===== src/hdl/aft_pkg.sv =====
// Shared types and constants for the actuator frame transceiver.
// Used by every module in the block; has no dependencies of its own.

package aft_pkg;

    // request kinds, taken from bit 0 of req_type
    localparam logic REQ_CMD = 1'b0;
    localparam logic REQ_RX  = 1'b1;

    // outgoing frame sync bytes
    localparam logic [7:0] TX_SYNC0 = 8'h55;
    localparam logic [7:0] TX_SYNC1 = 8'hAA;

    // expected response header bytes
    localparam logic [7:0] RX_HDR0 = 8'hAA;
    localparam logic [7:0] RX_HDR1 = 8'h55;

    // length byte carries payload length plus this bias
    localparam int LEN_BIAS = 2;

    // frame byte positions ahead of the payload
    localparam int POS_SYNC0   = 0;
    localparam int POS_SYNC1   = 1;
    localparam int POS_LEN     = 2;
    localparam int POS_ID      = 3;
    localparam int POS_CMD     = 4;
    localparam int POS_INDEX   = 5;
    localparam int POS_PAYLOAD = 6;

    // response byte positions
    localparam int RX_POS_HDR0 = 0;
    localparam int RX_POS_HDR1 = 1;
    localparam int RX_POS_ID   = 3;
    localparam int SUM_FIRST   = 2;
    localparam int STAT_FIRST  = 7;
    localparam int STAT_COUNT  = 10;

    // payload byte fields carried by a request
    localparam int PAY_FIELDS = 4;

    // saturated payload length, wide enough for the largest payload limit
    localparam int LEN_W = 4;

    typedef struct packed {
        logic       req_type;
        logic [7:0] cmd_code;
        logic [7:0] reg_index;
        logic [2:0] payload_len;
        logic [7:0] payload_b0;
        logic [7:0] payload_b1;
        logic [7:0] payload_b2;
        logic [7:0] payload_b3;
        logic [7:0] rx_byte;
    } req_t;

    typedef struct packed {
        logic        tx_valid;
        logic [7:0]  tx_byte;
        logic        tx_last;
        logic        resp_done;
        logic        resp_ok;
        logic [15:0] goal_pos;
        logic [15:0] actual_pos;
        logic [7:0]  temperature;
        logic [15:0] motor_current;
        logic [15:0] load_force;
        logic [7:0]  fault_bits;
    } rsp_t;

    // classified work item passed from front to back
    typedef struct packed {
        logic                             is_cmd;
        logic [7:0]                       dev_id;
        logic [7:0]                       cmd_code;
        logic [7:0]                       reg_index;
        logic [LEN_W-1:0]                 len;
        logic [PAY_FIELDS-1:0][7:0]       payload;
        logic [7:0]                       csum;
        logic [7:0]                       rx_byte;
    } item_t;

endpackage


===== src/hdl/aft_front.sv =====
// Front end: classifies a request, saturates the payload length and
// precomputes the frame checksum. Depends on aft_pkg.

module aft_front
    import aft_pkg::*;
#(
    parameter int MAX_PAYLOAD = 4
)
(
    input  logic [7:0] device_id,
    input  req_t       req,
    output item_t      item
);

    logic [LEN_W-1:0]           len_sat;
    logic [PAY_FIELDS-1:0][7:0] pay;
    logic [7:0]                 sum;

    assign pay = {req.payload_b3, req.payload_b2, req.payload_b1, req.payload_b0};

    // clip length to the payload limit
    always_comb
    begin
        if ({1'b0, req.payload_len} > LEN_W'(MAX_PAYLOAD))
        begin
            len_sat = LEN_W'(MAX_PAYLOAD);
        end
        else
        begin
            len_sat = {1'b0, req.payload_len};
        end
    end

    // 8-bit sum over length byte through last payload byte
    always_comb
    begin
        sum = 8'(len_sat) + 8'(LEN_BIAS) + device_id + req.cmd_code + req.reg_index;
        for (int i = 0; i < PAY_FIELDS; i++)
        begin
            if (LEN_W'(i) < len_sat)
            begin
                sum = sum + pay[i];
            end
        end
    end

    always_comb
    begin
        item.is_cmd    = (req.req_type == REQ_CMD);
        item.dev_id    = device_id;
        item.cmd_code  = req.cmd_code;
        item.reg_index = req.reg_index;
        item.len       = len_sat;
        item.payload   = pay;
        item.csum      = sum;
        item.rx_byte   = req.rx_byte;
    end

endmodule


===== src/hdl/aft_queue.sv =====
// Two-entry queue decoupling the front end from the back end.
// Depends on aft_pkg for the item type.

module aft_queue
    import aft_pkg::*;
(
    input  logic  clk,
    input  logic  rst_n,
    input  logic  push,
    input  item_t wr_item,
    input  logic  pop,
    output item_t rd_item,
    output logic  full,
    output logic  not_empty
);

    localparam int DEPTH = 2;
    localparam int PTR_W = $clog2(DEPTH);
    localparam int CNT_W = $clog2(DEPTH + 1);

    item_t              entry_reg [DEPTH];
    logic [PTR_W-1:0]   wr_ptr_reg;
    logic [PTR_W-1:0]   rd_ptr_reg;
    logic [CNT_W-1:0]   count_reg;
    logic [CNT_W-1:0]   count_next;

    assign full      = (count_reg == CNT_W'(DEPTH));
    assign not_empty = (count_reg != '0);
    assign rd_item   = entry_reg[rd_ptr_reg];

    always_comb
    begin
        count_next = count_reg;
        if (push && !pop)
        begin
            count_next = count_reg + 1'b1;
        end
        else if (pop && !push)
        begin
            count_next = count_reg - 1'b1;
        end
    end

    // pointers and fill level
    always_ff @(posedge clk or negedge rst_n)
    begin
        if (!rst_n)
        begin
            wr_ptr_reg <= '0;
            rd_ptr_reg <= '0;
            count_reg  <= '0;
        end
        else
        begin
            if (push)
            begin
                wr_ptr_reg <= wr_ptr_reg + 1'b1;
            end
            if (pop)
            begin
                rd_ptr_reg <= rd_ptr_reg + 1'b1;
            end
            count_reg <= count_next;
        end
    end

    // entry storage
    always_ff @(posedge clk)
    begin
        if (push)
        begin
            entry_reg[wr_ptr_reg] <= wr_item;
        end
    end

endmodule


===== src/hdl/aft_back.sv =====
// Back end: serialises command frames byte by byte and checks response bytes,
// driving the registered result stage. Depends on aft_pkg.

module aft_back
    import aft_pkg::*;
#(
    parameter int MAX_PAYLOAD = 4,
    parameter int RESP_LEN    = 21
)
(
    input  logic  clk,
    input  logic  rst_n,
    input  item_t head,
    input  logic  head_valid,
    output logic  pop,
    output rsp_t  rsp,
    output logic  rsp_valid,
    input  logic  rsp_stall
);

    localparam int POS_W = $clog2(MAX_PAYLOAD + POS_PAYLOAD + 1);
    localparam int CNT_W = $clog2(RESP_LEN + 1);

    logic [POS_W-1:0]  pos_reg;
    logic [POS_W-1:0]  pos_next;
    logic [CNT_W-1:0]  rx_count_reg;
    logic [CNT_W-1:0]  rx_count_next;
    logic [7:0]        rx_sum_reg;
    logic [7:0]        rx_sum_next;
    logic              hdr_match_reg;
    logic              hdr_match_next;
    logic              id_match_reg;
    logic              id_match_next;
    logic [7:0]        status_reg [STAT_COUNT];
    logic [7:0]        status_view [STAT_COUNT];
    rsp_t              rsp_reg;
    rsp_t              rsp_next;
    logic              rsp_valid_reg;

    logic              out_ld;
    logic              fire;
    logic [POS_W-1:0]  last_pos;
    logic              frame_end;
    logic [POS_W-1:0]  pidx;
    logic [7:0]        pay_byte;
    logic [7:0]        tx_byte;
    logic              in_window;
    logic              rx_last;
    logic              has_result;

    assign rsp       = rsp_reg;
    assign rsp_valid = rsp_valid_reg;

    // result stage can take a new transfer
    assign out_ld    = !rsp_valid_reg || !rsp_stall;
    assign fire      = head_valid && out_ld;
    assign last_pos  = POS_W'(head.len) + POS_W'(POS_PAYLOAD);
    assign frame_end = (pos_reg == last_pos);
    assign pop       = fire && (!head.is_cmd || frame_end);

    // payload byte at current position, zero past the carried fields
    assign pidx = pos_reg - POS_W'(POS_PAYLOAD);
    always_comb
    begin
        if (pidx < POS_W'(PAY_FIELDS))
        begin
            pay_byte = head.payload[pidx[1:0]];
        end
        else
        begin
            pay_byte = '0;
        end
    end

    // frame byte selection
    always_comb
    begin
        priority if (pos_reg == POS_W'(POS_SYNC0))
        begin
            tx_byte = TX_SYNC0;
        end
        else if (pos_reg == POS_W'(POS_SYNC1))
        begin
            tx_byte = TX_SYNC1;
        end
        else if (pos_reg == POS_W'(POS_LEN))
        begin
            tx_byte = 8'(head.len) + 8'(LEN_BIAS);
        end
        else if (pos_reg == POS_W'(POS_ID))
        begin
            tx_byte = head.dev_id;
        end
        else if (pos_reg == POS_W'(POS_CMD))
        begin
            tx_byte = head.cmd_code;
        end
        else if (pos_reg == POS_W'(POS_INDEX))
        begin
            tx_byte = head.reg_index;
        end
        else if (frame_end)
        begin
            tx_byte = head.csum;
        end
        else
        begin
            tx_byte = pay_byte;
        end
    end

    // response receiver
    assign in_window = (rx_count_reg < CNT_W'(RESP_LEN));
    assign rx_last   = (rx_count_reg == CNT_W'(RESP_LEN - 1));

    // status bytes with the arriving byte forwarded
    always_comb
    begin
        for (int k = 0; k < STAT_COUNT; k++)
        begin
            if (rx_count_reg == CNT_W'(STAT_FIRST + k))
            begin
                status_view[k] = head.rx_byte;
            end
            else
            begin
                status_view[k] = status_reg[k];
            end
        end
    end

    // next state of sequencer and receiver
    always_comb
    begin
        pos_next       = pos_reg;
        rx_count_next  = rx_count_reg;
        rx_sum_next    = rx_sum_reg;
        hdr_match_next = hdr_match_reg;
        id_match_next  = id_match_reg;
        if (fire && head.is_cmd)
        begin
            if (frame_end)
            begin
                pos_next       = '0;
                rx_count_next  = '0;
                rx_sum_next    = '0;
                hdr_match_next = 1'b1;
                id_match_next  = 1'b0;
            end
            else
            begin
                pos_next = pos_reg + 1'b1;
            end
        end
        else if (fire && in_window)
        begin
            if (rx_count_reg == CNT_W'(RX_POS_HDR0) && head.rx_byte != RX_HDR0)
            begin
                hdr_match_next = 1'b0;
            end
            if (rx_count_reg == CNT_W'(RX_POS_HDR1) && head.rx_byte != RX_HDR1)
            begin
                hdr_match_next = 1'b0;
            end
            if (rx_count_reg == CNT_W'(RX_POS_ID))
            begin
                id_match_next = (head.rx_byte == head.dev_id);
            end
            if (!rx_last && rx_count_reg >= CNT_W'(SUM_FIRST))
            begin
                rx_sum_next = rx_sum_reg + head.rx_byte;
            end
            rx_count_next = rx_count_reg + 1'b1;
        end
    end

    // result content
    always_comb
    begin
        rsp_next   = '0;
        has_result = 1'b0;
        if (head.is_cmd)
        begin
            has_result        = fire;
            rsp_next.tx_valid = 1'b1;
            rsp_next.tx_byte  = tx_byte;
            rsp_next.tx_last  = frame_end;
        end
        else
        begin
            has_result             = fire && in_window && rx_last;
            rsp_next.resp_done     = 1'b1;
            rsp_next.resp_ok       = hdr_match_reg && id_match_reg
                                     && (head.rx_byte == rx_sum_reg);
            rsp_next.goal_pos      = {status_view[1], status_view[0]};
            rsp_next.actual_pos    = {status_view[3], status_view[2]};
            rsp_next.temperature   = status_view[4];
            rsp_next.motor_current = {status_view[6], status_view[5]};
            rsp_next.load_force    = {status_view[8], status_view[7]};
            rsp_next.fault_bits    = status_view[9];
        end
    end

    // control state
    always_ff @(posedge clk or negedge rst_n)
    begin
        if (!rst_n)
        begin
            pos_reg       <= '0;
            rx_count_reg  <= '0;
            rx_sum_reg    <= '0;
            hdr_match_reg <= 1'b1;
            id_match_reg  <= 1'b0;
            rsp_valid_reg <= 1'b0;
        end
        else
        begin
            pos_reg       <= pos_next;
            rx_count_reg  <= rx_count_next;
            rx_sum_reg    <= rx_sum_next;
            hdr_match_reg <= hdr_match_next;
            id_match_reg  <= id_match_next;
            if (has_result)
            begin
                rsp_valid_reg <= 1'b1;
            end
            else if (!rsp_stall)
            begin
                rsp_valid_reg <= 1'b0;
            end
        end
    end

    // payload registers
    always_ff @(posedge clk)
    begin
        if (has_result)
        begin
            rsp_reg <= rsp_next;
        end
        if (fire && !head.is_cmd && in_window)
        begin
            for (int k = 0; k < STAT_COUNT; k++)
            begin
                if (rx_count_reg == CNT_W'(STAT_FIRST + k))
                begin
                    status_reg[k] <= head.rx_byte;
                end
            end
        end
    end

endmodule


===== src/hdl/actuator_frame_transceiver.sv =====
// Top level of the actuator frame transceiver: front end, queue and back end.
// Depends on aft_pkg, aft_front, aft_queue and aft_back.

// A command request produces its frame as a sequence of result transfers, one
// byte per cycle while no result is stalled: 55 AA, length, device id,
// command, index, payload and the checksum, so payload length plus seven
// bytes (seven to eleven with the default payload limit of four). A
// received-byte request gives a result only on the final response byte,
// carrying the verdict and the status fields. Requests are taken every cycle
// while the two-entry queue between front and back end has room; the frame
// sequencer in the back end sets the sustained rate. The result register is
// refilled in the cycle its transfer is taken, so frame bytes leave back to
// back; while a result is stalled the back end holds. device_id is written
// through the cfg channel, which is always ready.

module actuator_frame_transceiver
    import aft_pkg::*;
#(
    parameter int MAX_PAYLOAD = 4,
    parameter int RESP_LEN    = 21
)
(
    input  logic       clk,
    input  logic       rst_n,
    input  logic       req_valid,
    output logic       req_stall,
    input  req_t       req,
    output logic       rsp_valid,
    input  logic       rsp_stall,
    output rsp_t       rsp,
    input  logic       cfg_valid,
    output logic       cfg_ready,
    input  logic [7:0] cfg_data
);

    logic [7:0] device_id_reg;
    item_t      front_item;
    item_t      head_item;
    logic       q_full;
    logic       q_not_empty;
    logic       q_pop;
    logic       q_push;

    // device id register
    assign cfg_ready = 1'b1;
    always_ff @(posedge clk or negedge rst_n)
    begin
        if (!rst_n)
        begin
            device_id_reg <= 8'd1;
        end
        else if (cfg_valid && cfg_ready)
        begin
            device_id_reg <= cfg_data;
        end
    end

    assign req_stall = q_full;
    assign q_push    = req_valid && !q_full;

    aft_front #(
        .MAX_PAYLOAD (MAX_PAYLOAD)
    ) u_front (
        .device_id (device_id_reg),
        .req       (req),
        .item      (front_item)
    );

    aft_queue u_queue (
        .clk       (clk),
        .rst_n     (rst_n),
        .push      (q_push),
        .wr_item   (front_item),
        .pop       (q_pop),
        .rd_item   (head_item),
        .full      (q_full),
        .not_empty (q_not_empty)
    );

    aft_back #(
        .MAX_PAYLOAD (MAX_PAYLOAD),
        .RESP_LEN    (RESP_LEN)
    ) u_back (
        .clk        (clk),
        .rst_n      (rst_n),
        .head       (head_item),
        .head_valid (q_not_empty),
        .pop        (q_pop),
        .rsp        (rsp),
        .rsp_valid  (rsp_valid),
        .rsp_stall  (rsp_stall)
    );

endmodule

===== config.mk =====
export PLATFORM = sky130hd
export DESIGN_NAME = actuator_frame_transceiver
export DESIGN_NICKNAME = d
export VERILOG_FILES = /design/src/hdl/aft_pkg.sv /design/src/hdl/aft_front.sv /design/src/hdl/aft_queue.sv /design/src/hdl/aft_back.sv /design/src/hdl/actuator_frame_transceiver.sv
export SDC_FILE = /design/constraint.sdc
export NUM_CORES = 1
export LEC_CHECK = 0
export ABC_AREA = 1
export ABC_CLOCK_PERIOD_IN_PS = 11200
export BUFFER_PORTS_ARGS = -buffer_cell sky130_fd_sc_hd__clkbuf_2
export CORE_MARGIN = 1
export CORE_UTILIZATION = 45
export CTS_CLUSTER_DIAMETER = 150
export DETAILED_ROUTE_END_ITERATION = 8
export HOLD_SLACK_MARGIN = 0.05
export PLACE_DENSITY_LB_ADDON = 0.3
export RECOVER_POWER = 25
export SETUP_SLACK_MARGIN = 0.05
export SYNTH_ARGS = -nofsm -noshare
export SYNTH_HDL_FRONTEND = slang
export SYNTH_SLANG_ARGS = --single-unit

===== constraint.sdc =====
create_clock -name clk -period 11.2 [get_ports clk]
set_clock_uncertainty 0.2 [all_clocks]
set_input_delay 0.56 -clock clk [delete_from_list [all_inputs] [get_ports clk]]
set_output_delay 0.56 -clock clk [all_outputs]
set_load 0.01 [all_outputs]

-- Word level (Yosys, flattened, before mapping)
Memories as Yosys holds them, arrays and structs flattened.
Index checks and enable logic that the tools add are counted.
- $add $sub $neg: 18
- magnitude comparators: 9
- eq/ne operators: 26
- multiplexer cells: 108
- bitwise operators: 2
- reductions and logical operators: 46
- operators by type and width (operator ; number):
    8-bit 2-to-1 mux ; 36
    82-bit 2-to-1 mux ; 1
    8-bit OR reduction ; 9
    8-bit adder ; 8
    1-bit 2-to-1 mux ; 53
    5-bit by 4-bit equality test with 1-bit output, second input constant ; 8
    4-bit 2-to-1 mux ; 10
    8-bit binary-select mux with 2-bit select ; 1
    8-bit equality test ; 2
    1-bit logical AND ; 15
    5-bit 2-to-1 mux ; 3
    5-bit equality test, second input constant ; 2
    10-bit 2-to-1 mux ; 1
    2-bit nonzero test ; 5
    3-bit AND reduction ; 3
    4-bit by 2-bit equality test with 1-bit output, second input constant ; 2
    4-bit by 3-bit equality test with 1-bit output, second input constant ; 2
    8-bit by 7-bit inequality test with 1-bit output, second input constant ; 1
    8-bit inequality test, second input constant ; 1
    1-bit logical NOT ; 7
    1-bit by 3-bit less-than comparator with 1-bit output, first input constant ; 2
    2-bit by 3-bit less-than comparator with 1-bit output, first input constant ; 2
    4-bit by 2-bit adder with 5-bit output, second input constant ; 1
    5-bit by 1-bit adder with 5-bit output, second input constant ; 1
    other kinds (28) ; 33
- register bits after elaboration: 124
- RAM bits: 232
- input port bits: 73
- output and inout bits: 95
- memories kept: 2
- memories (memory ; depth ; bits a word ; read ports ; clocked after memory_dff ; write ports ; RTL line ; source):
    u_queue.entry_reg ; 2 ; 76 ; 1 ; 0 ; 1 ; aft_queue.sv:21 ; item_t entry_reg [DEPTH];
    u_back.status_reg ; 10 ; 8 ; 10 ; 0 ; 1 ; aft_back.sv:34 ; logic [7:0] status_reg [STAT_COUNT];

-- Longest topological paths before layout
Gate-level depths: netlist of the first run.
- word-level depth: 17
- depth in mapped cells: 40
- gate-level depth less buffers: 40

-- Cells and area by module
From an unflattened synthesis of the first run, not the netlist that was laid out.
- cell total of the unflattened synthesis: 1623
- area total of the unflattened synthesis: 18016.0 µm²
- modules (own cells, without submodules) (module ; times used ; cells an instance ; area an instance (µm²) ; seq. area each (µm²)):
    aft_back ; 1 ; 834 ; 8873.5 ; 5666.7
    aft_queue ; 1 ; 265 ; 5843.1 ; 4724.5
    aft_front ; 1 ; 486 ; 2974.1 ; 0.0
    actuator_frame_transceiver ; 1 ; 38 ; 325.3 ; 201.4

-- Worst setup path before layout of the first run
Ideal clock, no wire load.
- path kind: input to register
- from: input rsp_stall
- to: register u_back.rsp_reg, in the netlist u_back.rsp[0], enable pin
- data arrival time: 7.532 ns
- setup slack: 2.796 ns
- cell stages on the path: 5
- path buffers: 0
- path through: nand2_1 -> o21ai_2 -> nor2_8 -> nand2_4 -> o21ai_0
- cells in the longest elaborated chain, start to end: 6
- ends and longest elaborated chain (what ; RTL line ; source):
    from (decl) ; actuator_frame_transceiver.sv:29 ; input logic rsp_stall,
    1-bit logical NOT (*) ; aft_back.sv:55 ; assign out_ld = !rsp_valid_reg || !rsp_stall;
    1-bit logical OR (*) ; aft_back.sv:55 ;
    1-bit logical AND (*) ; aft_back.sv:56 ; assign fire = head_valid && out_ld;
    1-bit logical AND (2 in a row) ; aft_back.sv:191 ; has_result = fire && in_window && rx_last;
    1-bit 2-to-1 mux (*) ; aft_back.sv:182 ; if (head.is_cmd)
    via u_back.has_result ; aft_back.sv:49 ; logic has_result;
    to (signal assigned) ; aft_back.sv:239 ; rsp_reg <= rsp_next;
    to (decl) ; aft_back.sv:36 ; rsp_t rsp_reg;
The timed path passes the listed nets; every way through them passes the cells marked *.
A chain may end at the register's enable or synchronous reset.

==> flow_summary.ini, run 1 <==
[clock_tree]
numCtsBuffers = 39
htreeDepth = 2
worstSkewPairLatency_ps = 520
postCtsHoldBufs = 14
path_clk_slew_ps = 60
cts_resized = 0
numClockSinks = 356
post-cts-setup-buffers = 0
tritoncts = done
clockRootBuffer = sky130_fd_sc_hd__clkbuf_16
clock_tree.buffer_depth = 3

[yosys]
synth_enable_flop_cells = 324
post_synth.cell_area_avg_um2 = 11.16
postSynthRegisterBits = 356
postSynth.asyncResetShare = 0.08989
synth_cell_type_count = 54
synth_ff_type = sky130_fd_sc_hd__edfxtp_1
synthTopCellsByArea = sky130_fd_sc_hd__edfxtp_1, sky130_fd_sc_hd__nand2_1, sky130_fd_sc_hd__o21ai_0
yosys.area.top_type_share = 0.5772
synth.cell_area_um2 = 16860
syn_nets = 1658
synth_top_area_cell = sky130_fd_sc_hd__edfxtp_1
synthesis.instances = 1510
register_area_share_after_synthesis = 0.6249
synth.yosys.warnings = 0

[floorplan]
fp.coreArea_um2 = 36700
fp.dieArea_um2 = 38240
die_h_um = 195.5
rows = 70
fp.dieW_um = 195.5
initial_core_util = 0.4593
num_io_pins = 168

[final_layout]
largest_register_ffs = 152
mostFrequentLayoutCell = sky130_fd_sc_hd__edfxtp_1
syn2layout_area_growth_pct = 15.16
finalNetCount = 1837
layout.cells.most_common_list = sky130_fd_sc_hd__edfxtp_1, sky130_fd_sc_hd__nand2_1, sky130_fd_sc_hd__o21ai_0, sky130_fd_sc_hd__a21oi_1, sky130_fd_sc_hd__inv_1
final_cells = 2186
layout-drive-gt1-share = 0.1246

[timing]
tns_setup_ps = 0
setup-violations-final = 0
finalHoldViolCount = 0
finalWorstPathRequiredPeriod_ps = 7297
timing.final.crit_share = 0.6515
fmaxAchievable_ghz = 0.1370
timing.final.max_slew_violations = 33
max_slew.worst_pin.slew_ps = 1934
max_slew_margin = -0.2896
rsz0062_at_grt = no

[power_and_ir_drop]
cell_internal_pwr_uw = 3569
power.share.sequential = 0.351
cellPowerDensity_nw_per_um2 = 311.8
power.net_switching_uw = 2482
combinationalPowerShare = 0.444
clkPwrFrac = 0.205
switching_share_of_total_power = 0.4102
ir_drop_uv = 134.4
leakage_uw = 0.007741

[global_route]
global_route_wire_length_before_repair_um = 62360
grt_usage = 0.2120
grt_max_degree = 88
grt_pass1_vias = 11200
antenna_found_initial = 0
grt_overflow = 0

[routing]
route.antenna.remaining_nets = 0
totalWireLength_um = 40400
first_pass_iters = 5
route.detailed.wl_per_inst_um = 18.48
dr_total_vias = 11700
ratio_of_routed_vias_to_standard_cells = 5.351
route.detailed.drc = 0
detail_route.iter0.violations = 880

[worst_hold_path]
holdCritPathClass = in -> reg

[run_status]
failed_checks = max-capacitance violations, max-slew violations
result_of_the_run = complete, but fails checks

[setup_path]
worstPathMaxFanout = 10
critPathLaunchType = primary input
cpMaxStageDelayCell = sky130_fd_sc_hd__fa_1
cpMostUsedCell = sky130_fd_sc_hd__nand2_1
worstSetupEndpointType = register
critical_path_start_end_classification = in -> reg
crit_required_ps = 11270
crit_path_max_incr_delay_ps = 560
critical_path_arrival_ps = 7360

[job]
max_cap_violations = 1

[placed_design]
port-buffer-count = 166
placedCellCount = 2101
hpwlAfterDp_um = 27550
place.gp.congestion = 0.9165
==> logic make-up after synthesis <==
family,Yosys count,share of synthesized area
compound gates,340,0.1073
xor+xnor,34,0.01767
fa+ha+maj,75,0.06280
buf+inv,197,0.05040
flops,356,0.6249
mux,11,0.006903
other cells,1,0.0002225
simple gates,496,0.1298
==> through the flow <==
| stage | utilization | hold slack, ps | instance area [µm²] | power [µW] | setup WS, ps |
|---|---|---|---|---|---|
| after floorplan | - | 64.41 | 16860 | 4096 | 2796 |
| after global placement | 0.4937 | 259.4 | 18120 | 4798 | 3725 |
| after detailed placement | 0.4937 | 257.4 | 18120 | 4869 | 3607 |
| after CTS | 0.5313 | 50.07 | 19500 | 6122 | 4138 |
| after global routing | 0.5289 | 56.64 | 19410 | 6490 | 3256 |
| final | 0.5289 | 70.01 | 19410 | 6052 | 3903 |
==> power groups by stage <==
stage | logic (µW) | clock network (µW) | registers (µW)
global placement | 2650 | 0 | 2140
finish | 2690 | 1240 | 2120
CTS | 2730 | 1260 | 2130
detailed placement | 2720 | 0 | 2150
floorplan | 1860 | 0 | 2240
global route | 3020 | 1310 | 2160
==> metal layers <==
layer	wire [µm]	part of all wire	GRT usage
met5	0	0	0
met4	1018	0.025	0.06707
met3	2272	0.056	0.03057
met2	19490	0.48	0.3601
met1	17630	0.44	0.2805
==> cells in the mapped netlist, drive strengths merged, types with 5 or more instances <==
| master | n |
|---|---|
| edfxtp | 324 |
| nand2 | 287 |
| o21ai | 167 |
| inv | 134 |
| a21oi | 132 |
| nor2 | 92 |
| nand3 | 62 |
| ha | 59 |
| buf | 36 |
| dfrtp | 30 |
| clkbuf | 27 |
| xor2 | 22 |
| nand4 | 17 |
| fa | 16 |
| o22ai | 13 |
| xnor2 | 12 |
| nor3 | 11 |
| a31oi | 10 |
| or2 | 10 |
| nor4 | 8 |
| mux2i | 6 |
| and2 | 5 |
| mux2 | 5 |
| o21a | 5 |
==> path summary, 6_finish.rpt <==
path | from | endpoint | slack, ps | cells past startpoint
max reg2reg | device_id_reg[0] | u_queue.entry_reg[0][15] | 4350 | 35
max | req[42] | u_queue.entry_reg[0][15] | 3900 | 35
min in group asynchronous | rst_n | u_back.rsp_valid | 920 | 2
max in group asynchronous | rst_n | u_queue.rd_ptr_reg | 8620 | 2
min reg2reg | u_back.hdr_match_reg | u_back.hdr_match_reg | 260 | 2
min | cfg_data[6] | device_id_reg[6] | 70 | 2
==> cell type report <==
| type | count | area [µm²] |
|---|---|---|
| fill | 3218 | 17290 |
| sequential | 356 | 10530 |
| multi-input combinational | 957 | 5504 |
| timing repair buffer | 201 | 1033 |
| clock buffer | 47 | 1027 |
| tap | 468 | 585.6 |
| inverter | 134 | 513.0 |
| clock inverter | 22 | 211.5 |
| antenna | 1 | 2.502 |
==> critical path: cells and delay by family <==
kind | cells | cell delay (ps)
AOI/OAI and AO/OA | 8 | 1350
xor gates and xnor gates | 2 | 300
adders and majority gates | 8 | 3240
buffers and inverters | 3 | 550
and+or+nand+nor | 14 | 1370
(Power assumes the default switching activity.)
==> inputs of run 2 (changes only) <==
--- a/config.mk
+++ b/config.mk
@@ -6,7 +6,7 @@
 export NUM_CORES = 1
 export LEC_CHECK = 0
 export ABC_AREA = 1
-export ABC_CLOCK_PERIOD_IN_PS = 11200
+export ABC_CLOCK_PERIOD_IN_PS = 7200
 export BUFFER_PORTS_ARGS = -buffer_cell sky130_fd_sc_hd__clkbuf_2
 export CORE_MARGIN = 1
 export CORE_UTILIZATION = 45
==> constraint.sdc (replaced) <==
create_clock -name clk -period 7.2 [get_ports clk]
set_clock_uncertainty 0.2 [all_clocks]
set_input_delay 0.36 -clock clk [delete_from_list [all_inputs] [get_ports clk]]
set_output_delay 0.36 -clock clk [all_outputs]
set_load 0.01 [all_outputs]
==> flow_summary.ini, run 2 (synthesis gave the netlist of run 1 again) <==
[setup_path]
crit_path_max_incr_delay_ps = 550
crit_required_ps = 7280
r2r_slack_ps = 640
critical_path_arrival_ps = 6830
worstPathMaxFanout = 5
startpoint_of_the_worst_setup_timing_path = req[44]
cpMostUsedCell = sky130_fd_sc_hd__nand2_1
critical_path_start_end_classification = in -> reg
worstSetupEndpointType = register
reg2regPathDepth = 35
critPathLaunchType = primary input
crit-reg2reg-launch = device_id_reg[0]
cpMaxStageDelayCell = sky130_fd_sc_hd__fa_1

[timing]
timing.final.crit_share = 0.9385
timing.final.max_slew_violations = 33
finalHoldViolCount = 0
setup-violations-final = 0
finalWorstPathRequiredPeriod_ps = 6757
max_slew.worst_pin.slew_ps = 1984
finalWorstSetupSlack_ps = 442.6
rsz0062_at_grt = no
fmaxAchievable_ghz = 0.1480
max_slew_margin = -0.3229
tns_setup_ps = 0

[placed_design]
place_worst_setup_slack_ps = -112.5
place.gp.congestion = 0.8905
placement.cell_area_um2 = 18150
hpwlAfterDp_um = 27690
port-buffer-count = 166

[worst_hold_path]
holdCritPathClass = in -> reg
worstHoldStart = cfg_valid
whs_path_depth = 2

[clock_tree]
path_clk_slew_ps = 60
worstSkewPairLatency_ps = 530
clockRootBuffer = sky130_fd_sc_hd__clkbuf_16
clock_tree.buffer_depth = 3
tritoncts = done
htreeDepth = 2
numClockSinks = 356
numCtsBuffers = 39

[final_layout]
mostFrequentLayoutCell = sky130_fd_sc_hd__edfxtp_1
layout.cells.most_common_list = sky130_fd_sc_hd__edfxtp_1, sky130_fd_sc_hd__nand2_1, sky130_fd_sc_hd__o21ai_0, sky130_fd_sc_hd__a21oi_1, sky130_fd_sc_hd__inv_1
syn2layout_area_growth_pct = 19.51
fillers = 3166
final_core_util = 0.5490
postLayoutCellArea_um2 = 20150
finalNetCount = 1900
layout-drive-gt1-share = 0.1247
largest_register_ffs = 152

[floorplan]
initial_core_util = 0.4593
fp.coreArea_um2 = 36700
fp.dieArea_um2 = 38240
rows = 70
die_h_um = 195.5
fp.dieW_um = 195.5
num_io_pins = 168

[global_route]
grt_usage = 0.2157
grt_overflow = 0
antenna_found_initial = 0
grt_max_degree = 88
grt_pass1_vias = 11310
global_route_wire_length_before_repair_um = 63230

[routing]
ratio_of_routed_vias_to_standard_cells = 5.272
dr_total_vias = 11860
route.antenna.remaining_nets = 0
route.detailed.drc = 0
detail_route.iter0.violations = 856
route.detailed.wl_per_inst_um = 18.26
totalWireLength_um = 41060
first_pass_iters = 7

[run_status]
result_of_the_run = complete, but fails checks
failed_checks = max-capacitance violations, max-slew violations

[power_and_ir_drop]
cellPowerDensity_nw_per_um2 = 478.5
ir_drop_uv = 209.6
leakage_uw = 0.008020

[job]
max_cap_violations = 1
==> run 2: area by class of cell <==
class	instances	area, µm²	share of cell area
timing repair buffer	264	1652	0.08198
tap	468	585.6	0.02907
antenna	1	2.502	0.0001242
clock buffer	48	1052	0.05223
sequential	356	10530	0.5229
multi-input combinational	957	5574	0.2767
inverter	134	513.0	0.02546
clock inverter	21	232.7	0.01155
==> run 2: worst max-delay path, delay by kind of cell <==
kind	cells	cell delay, ps
XOR/XNOR	2	350
buffers and inverters	6	970
AO/OA/AOI/OAI	8	1120
adder cells (fa/ha/maj)	8	2890
AND/OR/NAND/NOR	13	1120
==> run 2: what timing repair did <==
item / 4_1_cts / 5_1_grt
hold buffers: 73 / 0
endpoints found under the setup margin: 0 / 2
resized for setup: 0 / 15
hold endpoints to repair: 155 / 0
buffers inserted: 0 / 2
==> run 2: stage by stage <==
stage               hold WS (ps)  power, µW  instances
floorplan                 -135.6       6343       1510
global placement           261.8       7471       2104
detailed placement         277.8       7584       2104
CTS                        50.46       9637       2246
global route               120.1      10330       2248
finish                     64.12       9640       2249
==> run 2: worst paths after layout <==
kind                                       endpoint
max                        u_queue.entry_reg[0][15]
min                                device_id_reg[3]
max reg2reg                u_queue.entry_reg[0][15]
min reg2reg                    u_back.hdr_match_reg
max in group asynchronous        u_queue.rd_ptr_reg
min in group asynchronous          u_back.rsp_valid
==> run 2: power breakdown <==
group | internal (µW) | switching [µW] | total (µW)
sequential | 3090 | 248 | 3330
clock | 1220 | 788 | 2000
combinational | 1440 | 2870 | 4300
total | 5740 | 3900 | 9640
==> run 2: metal layers <==
metal | track usage | wire length (µm) | vias to the layer above
li1 | - | - | 5787
met3 | 0.02832 | 2062 | 64
met5 | 0 | 0 | -
met4 | 0.06678 | 895 | 0
met1 | 0.2857 | 17800 | 5643
met2 | 0.3688 | 20300 | 363
